===== src/design/ksa_pkg.sv =====
// shared types and constants of the keyed slot allocator
package ksa_pkg;

  localparam int unsigned KEY_W        = 48;
  localparam int unsigned CNT_W        = 7;
  localparam int unsigned IDX_PER_QUAD = 6;

  // request codes, the last one unused and answered with an empty word
  typedef enum logic [2:0] {
    REQ_ALLOC    = 3'd0,
    REQ_FREE     = 3'd1,
    REQ_LOOKUP   = 3'd2,
    REQ_SETQ     = 3'd3,
    REQ_BUILD_OP = 3'd4,
    REQ_BUILD_TR = 3'd5,
    REQ_CLEAR    = 3'd6,
    REQ_RSVD     = 3'd7
  } req_e;

  // status codes
  localparam logic [1:0] ST_OK     = 2'd0;
  localparam logic [1:0] ST_FULL   = 2'd1;
  localparam logic [1:0] ST_NOKEY  = 2'd2;
  localparam logic [1:0] ST_BADIDX = 2'd3;

  // kinds of result word
  typedef enum logic [3:0] {
    EM_FOUND,
    EM_LOOKUP,
    EM_NEW,
    EM_FULL,
    EM_NOKEY,
    EM_BADIDX,
    EM_SETQ,
    EM_EMPTY,
    EM_CMD,
    EM_CMD_LAST
  } emit_e;

  typedef enum logic [2:0] {
    S_IDLE,
    S_RD,
    S_CHK,
    S_FOUND,
    S_MISS,
    S_NEW,
    S_RESP,
    S_FLUSH
  } state_e;

  typedef struct packed {
    logic  load;
    logic  idx_inc;
    logic  rd;
    logic  pop_rd;
    logic  emit;
    emit_e kind;
    logic  alloc_hit;
    logic  alloc_new;
    logic  do_free;
    logic  do_setq;
    logic  do_clear;
    logic  pend_take;
  } cmd_t;

  typedef struct packed {
    req_e req;
    logic match;
    logic cand;
    logic scan_end;
    logic full;
    logic oob;
    logic out_free;
    logic have_pend;
  } stat_t;

endpackage


===== src/design/keyed_slot_allocator_draw_list.sv =====
// top level of the keyed slot allocator with draw list builder
//
// channel  | direction | content
// s_axis   | in        | tuser req_type, tdata key, flag, slot index, quad count
// m_axis   | out       | tuser has_command, tdata result fields, tlast last
// cfg      | in        | slot_limit write, taken on any edge with cfg_we_i high
//
// key requests scan slots in order, each slot through a key memory read and then a
// compare; set quad count and clear go from the read state to the response state.
// builds scan the same way and can stall on the result register.
// reset and clear act through per-slot valid bits, no sweep.
// a result waits in the output register; the next request is taken once the
// controller is back in idle.
module keyed_slot_allocator_draw_list #(
  parameter int unsigned SLOTS          = 64,
  parameter int unsigned QUADS_PER_SLOT = 4096
) (
  input  logic        clk_i,
  input  logic        rst_ni,
  input  logic        cfg_we_i,
  input  logic [6:0]  cfg_wdata_i,
  input  logic        s_axis_tvalid,
  output logic        s_axis_tready,
  // coord_x[15:0], coord_y[31:16], coord_z[47:32], transparent[48],
  // slot_sel[56:49], quad_num[72:57], zero fill
  input  logic [79:0] s_axis_tdata,
  // req_type[2:0]
  input  logic [2:0]  s_axis_tuser,
  output logic        m_axis_tvalid,
  input  logic        m_axis_tready,
  // status[1:0], slot[7:2], slot_quads[20:8], slot_transparent[21],
  // index_count[36:22], first_index[57:37], total_commands[64:58], zero fill
  output logic [71:0] m_axis_tdata,
  // has_command[0]
  output logic        m_axis_tuser,
  output logic        m_axis_tlast
);
  import ksa_pkg::*;

  cmd_t  cmd;
  stat_t stat;

  // controller
  ksa_ctrl u_ctrl (
    .clk_i      (clk_i),
    .rst_ni     (rst_ni),
    .in_valid_i (s_axis_tvalid),
    .in_ready_o (s_axis_tready),
    .stat_i     (stat),
    .cmd_o      (cmd)
  );

  // datapath
  ksa_dp #(
    .SLOTS          (SLOTS),
    .QUADS_PER_SLOT (QUADS_PER_SLOT)
  ) u_dp (
    .clk_i       (clk_i),
    .rst_ni      (rst_ni),
    .cfg_we_i    (cfg_we_i),
    .cfg_wdata_i (cfg_wdata_i),
    .in_data_i   (s_axis_tdata),
    .in_user_i   (s_axis_tuser),
    .out_valid_o (m_axis_tvalid),
    .out_ready_i (m_axis_tready),
    .out_data_o  (m_axis_tdata),
    .out_user_o  (m_axis_tuser),
    .out_last_o  (m_axis_tlast),
    .cmd_i       (cmd),
    .stat_o      (stat)
  );

endmodule


===== src/design/ksa_ctrl.sv =====
// controller state machine of the keyed slot allocator
module ksa_ctrl (
  input  logic           clk_i,
  input  logic           rst_ni,
  input  logic           in_valid_i,
  output logic           in_ready_o,
  input  ksa_pkg::stat_t stat_i,
  output ksa_pkg::cmd_t  cmd_o
);
  import ksa_pkg::*;

  state_e state_q, state_d;
  logic   key_op;
  logic   build_op;

  assign key_op   = (stat_i.req == REQ_ALLOC) || (stat_i.req == REQ_FREE) ||
                    (stat_i.req == REQ_LOOKUP);
  assign build_op = (stat_i.req == REQ_BUILD_OP) || (stat_i.req == REQ_BUILD_TR);

  // state register
  always_ff @(posedge clk_i or negedge rst_ni) begin
    if (!rst_ni) begin
      state_q <= S_IDLE;
    end else begin
      state_q <= state_d;
    end
  end

  // next state
  always_comb begin
    state_d = state_q;
    unique case (state_q)
      S_IDLE: begin
        if (in_valid_i) state_d = S_RD;
      end
      S_RD: begin
        if (key_op || build_op) state_d = S_CHK;
        else state_d = S_RESP;
      end
      S_CHK: begin
        if (key_op) begin
          if (stat_i.match) state_d = S_FOUND;
          else if (stat_i.scan_end) state_d = S_MISS;
          else state_d = S_RD;
        end else if (!(stat_i.cand && stat_i.have_pend && !stat_i.out_free)) begin
          state_d = stat_i.scan_end ? S_FLUSH : S_RD;
        end
      end
      S_FOUND: if (stat_i.out_free) state_d = S_IDLE;
      S_MISS: begin
        if (stat_i.req == REQ_ALLOC && !stat_i.full) state_d = S_NEW;
        else if (stat_i.out_free) state_d = S_IDLE;
      end
      S_NEW:   if (stat_i.out_free) state_d = S_IDLE;
      S_RESP:  if (stat_i.out_free) state_d = S_IDLE;
      S_FLUSH: if (stat_i.out_free) state_d = S_IDLE;
      default: state_d = S_IDLE;
    endcase
  end

  // command outputs
  always_comb begin
    cmd_o      = '0;
    cmd_o.kind = EM_EMPTY;
    in_ready_o = (state_q == S_IDLE);
    unique case (state_q)
      S_IDLE: cmd_o.load = in_valid_i;
      S_RD:   cmd_o.rd = 1'b1;
      S_CHK: begin
        if (key_op) begin
          cmd_o.idx_inc = !stat_i.match && !stat_i.scan_end;
        end else if (!(stat_i.cand && stat_i.have_pend && !stat_i.out_free)) begin
          cmd_o.pend_take = stat_i.cand;
          cmd_o.emit      = stat_i.cand && stat_i.have_pend;
          cmd_o.kind      = EM_CMD;
          cmd_o.idx_inc   = !stat_i.scan_end;
        end
      end
      S_FOUND: begin
        cmd_o.emit      = stat_i.out_free;
        cmd_o.kind      = (stat_i.req == REQ_LOOKUP) ? EM_LOOKUP : EM_FOUND;
        cmd_o.alloc_hit = stat_i.out_free && (stat_i.req == REQ_ALLOC);
        cmd_o.do_free   = stat_i.out_free && (stat_i.req == REQ_FREE);
      end
      S_MISS: begin
        if (stat_i.req == REQ_ALLOC && !stat_i.full) begin
          cmd_o.pop_rd = 1'b1;
        end else begin
          cmd_o.emit = stat_i.out_free;
          cmd_o.kind = (stat_i.req == REQ_ALLOC) ? EM_FULL : EM_NOKEY;
        end
      end
      S_NEW: begin
        cmd_o.emit      = stat_i.out_free;
        cmd_o.kind      = EM_NEW;
        cmd_o.alloc_new = stat_i.out_free;
      end
      S_RESP: begin
        cmd_o.emit = stat_i.out_free;
        if (stat_i.req == REQ_SETQ) begin
          cmd_o.kind    = stat_i.oob ? EM_BADIDX : EM_SETQ;
          cmd_o.do_setq = stat_i.out_free && !stat_i.oob;
        end else begin
          cmd_o.do_clear = stat_i.out_free && (stat_i.req == REQ_CLEAR);
        end
      end
      S_FLUSH: begin
        cmd_o.emit = stat_i.out_free;
        cmd_o.kind = stat_i.have_pend ? EM_CMD_LAST : EM_EMPTY;
      end
      default: cmd_o.emit = 1'b0;
    endcase
  end

endmodule


===== src/design/ksa_dp.sv =====
// datapath of the keyed slot allocator: slot store, free stack, result register
module ksa_dp #(
  parameter int unsigned SLOTS          = 64,
  parameter int unsigned QUADS_PER_SLOT = 4096
) (
  input  logic                       clk_i,
  input  logic                       rst_ni,
  input  logic                       cfg_we_i,
  input  logic [ksa_pkg::CNT_W-1:0]  cfg_wdata_i,
  input  logic [79:0]                in_data_i,
  input  logic [2:0]                 in_user_i,
  output logic                       out_valid_o,
  input  logic                       out_ready_i,
  output logic [71:0]                out_data_o,
  output logic                       out_user_o,
  output logic                       out_last_o,
  input  ksa_pkg::cmd_t              cmd_i,
  output ksa_pkg::stat_t             stat_o
);
  import ksa_pkg::*;

  localparam int unsigned SW      = $clog2(SLOTS);
  localparam int unsigned QW      = $clog2(QUADS_PER_SLOT + 1);
  localparam int unsigned FI_STEP = QUADS_PER_SLOT * IDX_PER_QUAD;
  localparam logic [CNT_W-1:0] SLOTS_C = CNT_W'(SLOTS);

  // memories
  logic [KEY_W-1:0] key_mem  [SLOTS];
  logic [QW-1:0]    quad_mem [SLOTS];
  logic [SW-1:0]    stk_mem  [SLOTS];

  logic [CNT_W-1:0] limit_q, depth_q, idx_q, total_q;
  logic [SLOTS-1:0] valid_q, transp_q, qwr_q, swr_q;
  logic [SW-1:0]    idx_rd_q, stk_rd_q, stk_ptr_q, pend_slot_q;
  logic [KEY_W-1:0] key_rd_q, key_q;
  logic [QW-1:0]    quad_rd_q, pend_q;
  logic             have_pend_q, tr_q;
  req_e             req_q;
  logic [7:0]       sidx_q;
  logic [15:0]      qc_q;

  logic [QW-1:0]    quad_eff, qc_clamp;
  logic [SW-1:0]    stk_eff, sidx_s;
  logic [CNT_W-1:0] limit_clamp, stk_def;
  logic             want;

  // result register
  logic        out_valid_q;
  logic [1:0]  o_status_q, o_status_d;
  logic [5:0]  o_slot_q, o_slot_d;
  logic [12:0] o_quads_q, o_quads_d;
  logic        o_tr_q, o_tr_d, o_cmd_q, o_cmd_d, o_last_q, o_last_d;
  logic [14:0] o_icnt_q, o_icnt_d;
  logic [20:0] o_first_q, o_first_d;
  logic [6:0]  o_total_q, o_total_d;

  // stored values read through valid bits
  assign quad_eff = qwr_q[idx_rd_q] ? quad_rd_q : '0;
  assign stk_def  = limit_q - CNT_W'(1) - CNT_W'(stk_ptr_q);
  assign stk_eff  = swr_q[stk_ptr_q] ? stk_rd_q : stk_def[SW-1:0];
  assign qc_clamp = (32'(qc_q) < QUADS_PER_SLOT) ? QW'(qc_q) : QW'(QUADS_PER_SLOT);
  assign sidx_s   = sidx_q[SW-1:0];
  assign want     = (req_q == REQ_BUILD_TR);

  always_comb begin
    limit_clamp = cfg_wdata_i;
    if (cfg_wdata_i == '0) limit_clamp = CNT_W'(1);
    else if (cfg_wdata_i > SLOTS_C) limit_clamp = SLOTS_C;
  end

  // status to the controller
  assign stat_o.req       = req_q;
  assign stat_o.match     = valid_q[idx_rd_q] && (key_rd_q == key_q);
  assign stat_o.cand      = valid_q[idx_rd_q] && (quad_eff != '0) &&
                            (transp_q[idx_rd_q] == want);
  assign stat_o.scan_end  = (idx_q == limit_q - CNT_W'(1));
  assign stat_o.full      = (depth_q == '0);
  assign stat_o.oob       = (sidx_q >= {1'b0, limit_q});
  assign stat_o.out_free  = !out_valid_q || out_ready_i;
  assign stat_o.have_pend = have_pend_q;

  // memory ports
  always_ff @(posedge clk_i) begin
    if (cmd_i.rd) begin
      key_rd_q  <= key_mem[idx_q[SW-1:0]];
      quad_rd_q <= quad_mem[idx_q[SW-1:0]];
      idx_rd_q  <= idx_q[SW-1:0];
    end
    if (cmd_i.alloc_new) key_mem[stk_eff] <= key_q;
    if (cmd_i.do_setq) quad_mem[sidx_s] <= qc_clamp;
  end

  always_ff @(posedge clk_i) begin
    if (cmd_i.pop_rd) begin
      stk_rd_q  <= stk_mem[SW'(depth_q - CNT_W'(1))];
      stk_ptr_q <= SW'(depth_q - CNT_W'(1));
    end
    if (cmd_i.do_free && depth_q < SLOTS_C) stk_mem[depth_q[SW-1:0]] <= idx_rd_q;
  end

  // request capture and build pending command
  always_ff @(posedge clk_i) begin
    if (cmd_i.load) begin
      key_q  <= in_data_i[47:0];
      tr_q   <= in_data_i[48];
      sidx_q <= in_data_i[56:49];
      qc_q   <= in_data_i[72:57];
      req_q  <= req_e'(in_user_i);
    end
    if (cmd_i.pend_take) begin
      pend_slot_q <= idx_rd_q;
      pend_q      <= quad_eff;
    end
  end

  // control state of the store
  always_ff @(posedge clk_i or negedge rst_ni) begin
    if (!rst_ni) begin
      limit_q     <= SLOTS_C;
      depth_q     <= SLOTS_C;
      idx_q       <= '0;
      total_q     <= '0;
      have_pend_q <= 1'b0;
      valid_q     <= '0;
      transp_q    <= '0;
      qwr_q       <= '0;
      swr_q       <= '0;
    end else begin
      if (cmd_i.load) begin
        idx_q       <= '0;
        total_q     <= '0;
        have_pend_q <= 1'b0;
      end
      if (cmd_i.idx_inc) idx_q <= idx_q + CNT_W'(1);
      if (cmd_i.pend_take) begin
        have_pend_q <= 1'b1;
        total_q     <= total_q + CNT_W'(1);
      end
      if (cmd_i.alloc_hit) transp_q[idx_rd_q] <= tr_q;
      if (cmd_i.pop_rd) depth_q <= depth_q - CNT_W'(1);
      if (cmd_i.alloc_new) begin
        valid_q[stk_eff]  <= 1'b1;
        qwr_q[stk_eff]    <= 1'b0;
        transp_q[stk_eff] <= tr_q;
      end
      if (cmd_i.do_free) begin
        valid_q[idx_rd_q] <= 1'b0;
        qwr_q[idx_rd_q]   <= 1'b0;
        if (depth_q < SLOTS_C) begin
          swr_q[depth_q[SW-1:0]] <= 1'b1;
          depth_q                <= depth_q + CNT_W'(1);
        end
      end
      if (cmd_i.do_setq) qwr_q[sidx_s] <= 1'b1;
      if (cmd_i.do_clear) begin
        valid_q  <= '0;
        transp_q <= '0;
        qwr_q    <= '0;
        swr_q    <= '0;
        depth_q  <= limit_q;
      end
      if (cfg_we_i) begin
        limit_q  <= limit_clamp;
        valid_q  <= '0;
        transp_q <= '0;
        qwr_q    <= '0;
        swr_q    <= '0;
        depth_q  <= limit_clamp;
      end
    end
  end

  // result word fields by kind
  always_comb begin
    o_status_d = ST_OK;
    o_slot_d   = '0;
    o_quads_d  = '0;
    o_tr_d     = 1'b0;
    o_cmd_d    = 1'b0;
    o_icnt_d   = '0;
    o_first_d  = '0;
    o_total_d  = '0;
    o_last_d   = 1'b1;
    unique case (cmd_i.kind)
      EM_FOUND:  o_slot_d = 6'(idx_rd_q);
      EM_LOOKUP: begin
        o_slot_d  = 6'(idx_rd_q);
        o_quads_d = 13'(quad_eff);
        o_tr_d    = transp_q[idx_rd_q];
      end
      EM_NEW:    o_slot_d = 6'(stk_eff);
      EM_FULL:   o_status_d = ST_FULL;
      EM_NOKEY:  o_status_d = ST_NOKEY;
      EM_BADIDX: o_status_d = ST_BADIDX;
      EM_SETQ:   o_slot_d = 6'(sidx_s);
      EM_EMPTY:  o_last_d = 1'b1;
      EM_CMD, EM_CMD_LAST: begin
        o_slot_d  = 6'(pend_slot_q);
        o_cmd_d   = 1'b1;
        o_icnt_d  = 15'(32'(pend_q) * IDX_PER_QUAD);
        o_first_d = 21'(32'(pend_slot_q) * FI_STEP);
        o_last_d  = (cmd_i.kind == EM_CMD_LAST);
        o_total_d = (cmd_i.kind == EM_CMD_LAST) ? total_q : '0;
      end
      default:   o_last_d = 1'b1;
    endcase
  end

  // output register valid
  always_ff @(posedge clk_i or negedge rst_ni) begin
    if (!rst_ni) begin
      out_valid_q <= 1'b0;
    end else if (cmd_i.emit) begin
      out_valid_q <= 1'b1;
    end else if (out_ready_i) begin
      out_valid_q <= 1'b0;
    end
  end

  // output register payload
  always_ff @(posedge clk_i) begin
    if (cmd_i.emit) begin
      o_status_q <= o_status_d;
      o_slot_q   <= o_slot_d;
      o_quads_q  <= o_quads_d;
      o_tr_q     <= o_tr_d;
      o_cmd_q    <= o_cmd_d;
      o_icnt_q   <= o_icnt_d;
      o_first_q  <= o_first_d;
      o_total_q  <= o_total_d;
      o_last_q   <= o_last_d;
    end
  end

  assign out_valid_o = out_valid_q;
  assign out_data_o  = {7'b0, o_total_q, o_first_q, o_icnt_q, o_tr_q, o_quads_q,
                        o_slot_q, o_status_q};
  assign out_user_o  = o_cmd_q;
  assign out_last_o  = o_last_q;

endmodule

===== config.mk =====
export PLATFORM = sky130hd
export DESIGN_NAME = keyed_slot_allocator_draw_list
export DESIGN_NICKNAME = d
export VERILOG_FILES = /design/src/design/ksa_pkg.sv /design/src/design/keyed_slot_allocator_draw_list.sv /design/src/design/ksa_ctrl.sv /design/src/design/ksa_dp.sv
export SDC_FILE = /design/constraint.sdc
export NUM_CORES = 2
export LEC_CHECK = 0
export BUFFER_PORTS_ARGS = -buffer_cell sky130_fd_sc_hd__buf_2
export CAP_MARGIN = 20
export CORE_MARGIN = 5
export CORE_UTILIZATION = 50
export DETAILED_ROUTE_END_ITERATION = 10
export PLACE_DENSITY = 0.65
export SLEW_MARGIN = 20
export SYNTH_ARGS = -nofsm -noshare
export SYNTH_HDL_FRONTEND = slang
export SYNTH_HIERARCHICAL = 1
export SYNTH_MEMORY_MAX_BITS = 65536
export SYNTH_SLANG_ARGS = --single-unit
export TNS_END_PERCENT = 30

===== constraint.sdc =====
create_clock -name clk_i -period 15.12 [get_ports clk_i]
set_input_delay 1.512 -clock clk_i [delete_from_list [all_inputs] [get_ports clk_i]]
set_output_delay 1.512 -clock clk_i [all_outputs]
set_load 0.005 [all_outputs]

# Word level (Yosys, flattened, before mapping)
# Memories as Yosys holds them, arrays and structs flattened. A register that Yosys moved wholly into a read port is not among the register bits.
# Cells that the tools add are included.
# Widths: inputs -> output; s select.
# classes
order_cmp,13
eq_ne,26
n_reduce_logical,44
n_mux,96
mul,2
bitwise_logic,8
addsub,6
# ops
op,count
$mux 64,17
$and 64x64->64,3
$or 64x64->64,3
$bwmux 64,2
$not 64->64,2
$mux 7,10
$eq 48x48->1,1
$lt 6x7->1 const B,5
$mux 1,35
$mux 3,10
$pmux 5 s6,1
$mux 13,2
$bmux 1 s6,4
$demux 1 s6,4
$ge 6x1->1 const B,4
$pmux 6 s4,1
$add 7x1->7 const B,3
$eq 3x3->1 const B,7
$logic_and 1x1->1,16
$lt 16x13->1 const B,1
$mux 5,3
$pmux 3 s5,1
$logic_not 7->1,2
$mul 13x2->14 const B,1
30 further kinds,57
# totals
mem_bits_rw,4288
register_bits,463
mem_count,3
wordCells,229
out_inout_bits,76
# mem_list
name,depth,word_bits,read_ports,rd_ports_with_merged_regs,write_ports,line_no,rtl
u_dp.key_mem,64,48,1,1,1,ksa_dp.sv:28,logic [KEY_W-1:0] key_mem [SLOTS];
u_dp.quad_mem,64,13,1,1,1,ksa_dp.sv:29,logic [QW-1:0] quad_mem [SLOTS];
u_dp.stk_mem,64,6,1,1,1,ksa_dp.sv:30,logic [SW-1:0] stk_mem [SLOTS];

# Depth between registers and ports, before layout
# logic_depth
word_depth,16
depth_mapped,21
ltp_nobuf,18

# By module
# Netlist, hierarchy kept.
# by_module_without_submodules
mod,area_per_inst_um2,seq_area_each_um2,cells_per_inst,instances
ksa_dp,187249.6,142739.4,8368,1
ksa_ctrl,515.5,75.1,78,1

# Least setup slack after synthesis
# No wires, ideal clock.
# synth_timing
kind,register -> register
startpoint,register u_dp.idx_rd_q[1]
endpoint,"register u_dp.o_first_q[13], enable pin"
period_less_slack_ns,10.014
required_ns,14.509
setup_slack_ns,5.106
arrival_time_ns,9.403
path_stages_with_launch,13
cell_sequence,edfxtp_1 clkbuf_1 clkbuf_1 buf_1 mux4_2 mux2_2 nand2_1 nand4_1 nand3b_1 xor2_1 nor3_1 nand2_1 o41ai_1
# synth_lines
item,line_no,rtl
"start, declared",ksa_dp.sv:34,"logic [SW-1:0] idx_rd_q, stk_rd_q, stk_ptr_q, pend_slot_q;"
"start signal, assigned",ksa_dp.sv:87,idx_rd_q <= idx_q[SW-1:0];
"end signal, assigned",ksa_dp.sv:229,o_first_q <= o_first_d;
"end, declared",ksa_dp.sv:54,"logic [20:0] o_first_q, o_first_d;"

==> metrics.cfg <==
[clock_tree]
clock-sinks=4804
cts_resized=0
cts_setup_buffers=0
clock_latency_ns=1.00
htreeDepth=5
cts_max_path_buffers=4
cts-hold-fix-buffers=0
cts_inserted_buffers=467
root_buffer=clkbuf_16
path_clk_slew_ns=0.07
cts_tree=done

[finish]
fin_cells=14300
syn_to_final_growth_pct=12.6
drive_gt1_frac=0.292
layout_commonest_cell=edfxtp_1
fin_nets=9011
final_cell_area_um2=211000
layout_common_cells=4,515 x edfxtp_1, 1,434 x mux4_2, 473 x clkbuf_16

[timing]
finalSetupTns_ns=0
finalWorstPathRequiredPeriod_ns=7.23
slew_violations=0
slew_headroom=0.193
fin_ws_ns=7.89
whs_ns=0.488
final_hold_viol_count=0
tightest_slew_ns=1.20
skew_ns=0.0505
rsz0062_at_grt=false
setup_violations=0
fmax_mhz=138
min_period_over_period=0.478

[die]
initial_core_util=0.501
die_h_um=623
ios=171
rows=225
dieWidth_um=623
core_um2=375000
die_area_um2=388000

[logic_synthesis]
syn_avg_cell_area_um2=22.2
synth-seq-cells=4804
synthDistinctLibCells=76
synth-edff-count=4515
synth_cells=8446
synth_area_um2=188000
async_reset_ff_frac=0.0602
synth.yosys.seq_area_share=0.761
yosysWarnings=6
synth_flop_cell=edfxtp_1

[place]
io_buffers=142
dpl_cell_area_um2=196000
preCtsSetupSlack_ns=8.03
hpwlAfterDp_um=265000
dpl.cell_count=13400
gp_congestion=0.849

[run_status]
status=finished, final reports clean

[worst_setup_path]
cp-end-kind=flip-flop
reg2reg_depth=19
critPathLaunchType=flip-flop
r2r-end=u_dp/o_slot_q[5]
r2r_setup_slack_ns=7.89
r2r_start=u_dp/idx_rd_q[2]
critPathKind=flip-flop to flip-flop
required_ns=15.81
crit_fanout=65
crit_arrival_ns=7.92

[route]
drc_errors=0
num_vias=92500
drtIter0Drc=12500
routedWlPerCell_um=34.2
antenna_left=0
route.detailed.vias_per_inst=6.48
drtPass1Iterations=6
finalWirelength_um=488000

[global_route]
grt_max_degree=193
antenna_found_initial=9
grt_pass1_wl_um=692000
grt_pass1_vias=92500
grt_use_total=0.249
grt-ovfl-total=0

[worst_hold_path]
min_from=u_dp/swr_q[58]
whs_path_depth=2
hp-class=flip-flop to flip-flop
hold_end=u_dp/swr_q[58]

[job]
drv_cap=0

[power]
ir_worst_vdd_v=0.000150
leakage_nw=65.9
powerDensity_nw_per_um2=161

## state kept, by name, indices dropped and copies added (netlist names), 48 cells and up
register,flops
u_dp/stk_mem,384
u_dp/key_rd_q,48
u_dp/swr_q,64
u_dp/transp_q,64
u_dp/qwr_q,64
u_dp/quad_mem,832
u_dp/key_mem,3072
u_dp/key_q,48
u_dp/valid_q,64
## cells in the mapped netlist, drive strengths merged (20+ instances only)
master / instances / share of area
edfxtp: 4515 / 0.72
mux4: 1445 / 0.17
clkbuf: 351 / 0.0070
nor2: 351 / 0.0070
dfrtp: 287 / 0.038
nand2: 220 / 0.0044
a21oi: 172 / 0.0046
buf: 129 / 0.0036
mux2i: 83 / 0.0044
o22ai: 75 / 0.0025
nand3: 74 / 0.0020
o21a: 74 / 0.0030
xor2: 62 / 0.0029
nor3: 60 / 0.0017
o21ai: 59 / 0.0016
and2: 45 / 0.0015
ha: 37 / 0.0025
inv: 36 / 0.00072
nor2b: 30 / 0.0010
o31ai: 29 / 0.0019
nand2b: 28 / 0.00093
a31o: 24 / 0.0011
nand4: 22 / 0.00073
nor4: 22 / 0.00073
and3: 20 / 0.00067
## where the power goes
group          internal (mW)  switching, mW
clock                   6.72           4.96
combinational           3.03           3.68
sequential              15.3          0.230
total                   25.1           8.87
## worst max-delay path, stage by stage, from the launching register on
cell and delay (ns):
edfxtp_1 0.35, buf_4 0.40, buf_4 0.71, nor2b_1 0.95, a22o_1 0.28, nand2_1 0.05, o221ai_1 0.11, o21ai_0 0.18
nand4_1 0.53, nand2_1 0.13, nor3_1 0.26, nand2_1 0.15, o21ai_0 0.52, a21oi_1 0.17, o21ai_0 0.28, nor2_1 0.21
nand2_1 0.56, inv_1 0.43, a222oi_1 0.42, o21ai_0 0.20
## how the worst max path moves through the flow
stage	from	endpoint	slack, ns
after global routing	u_dp/idx_rd_q[2]	u_dp/o_slot_q[5]	7.47
after global placement	u_dp/idx_rd_q[2]	u_dp/o_slot_q[1]	8.17
after detailed placement	u_dp/idx_rd_q[2]	u_dp/o_slot_q[2]	8.03
after floorplan	u_dp/idx_rd_q[1]	u_dp/o_first_q[13]	5.11
after CTS	u_dp/idx_rd_q[2]	u_dp/o_slot_q[5]	8.02
final	u_dp/idx_rd_q[2]	u_dp/o_slot_q[5]	7.89
## layout make-up
| cell class | instances | area [um^2] |
|---|---|---|
| Multi-Input combinational cell | 3145 | 43800 |
| Fill cell | 27300 | 164000 |
| Clock inverter | 293 | 3040 |
| Antenna cell | 7 | 17.5 |
| Tap cell | 4994 | 6250 |
| Sequential cell | 4804 | 143000 |
| Clock buffer | 573 | 12300 |
| Timing Repair Buffer | 421 | 3050 |
| Inverter | 37 | 139 |
## kinds of logic (layout without fill, tap and decap cells)
kind of cell / Yosys count / after routing / share of synthesized area
AO/OA/AOI/OAI: 539 / 539 / 0.0200
multiplexers: 1539 / 1539 / 0.179
buffers and inverters: 517 / 1324 / 0.0114
AND/OR/NAND/NOR: 926 / 926 / 0.0227
XOR/XNOR: 80 / 80 / 0.00380
adder cells (fa/ha/maj): 40 / 40 / 0.00279
flip-flops: 4804 / 4804 / 0.761
other: 1 / 28 / 0.0000200
## metrics by stage
stage / power, mW / util
after detailed placement: 22.6 / 0.522
after global placement: 22.5 / 0.522
after global routing: 35.2 / 0.564
after floorplan: 20.5 / -
final: 34.0 / 0.564
after CTS: 34.3 / 0.563
## metal layers
metal	vias to the layer above	GRT usage	share of wire
met2	4879	0.392	0.48
li1	36500	-	-
met5	-	0	0.000086
met1	50300	0.361	0.39
met3	915	0.0405	0.092
met4	6	0.0795	0.036
Power figures use the tool's default switching activity.
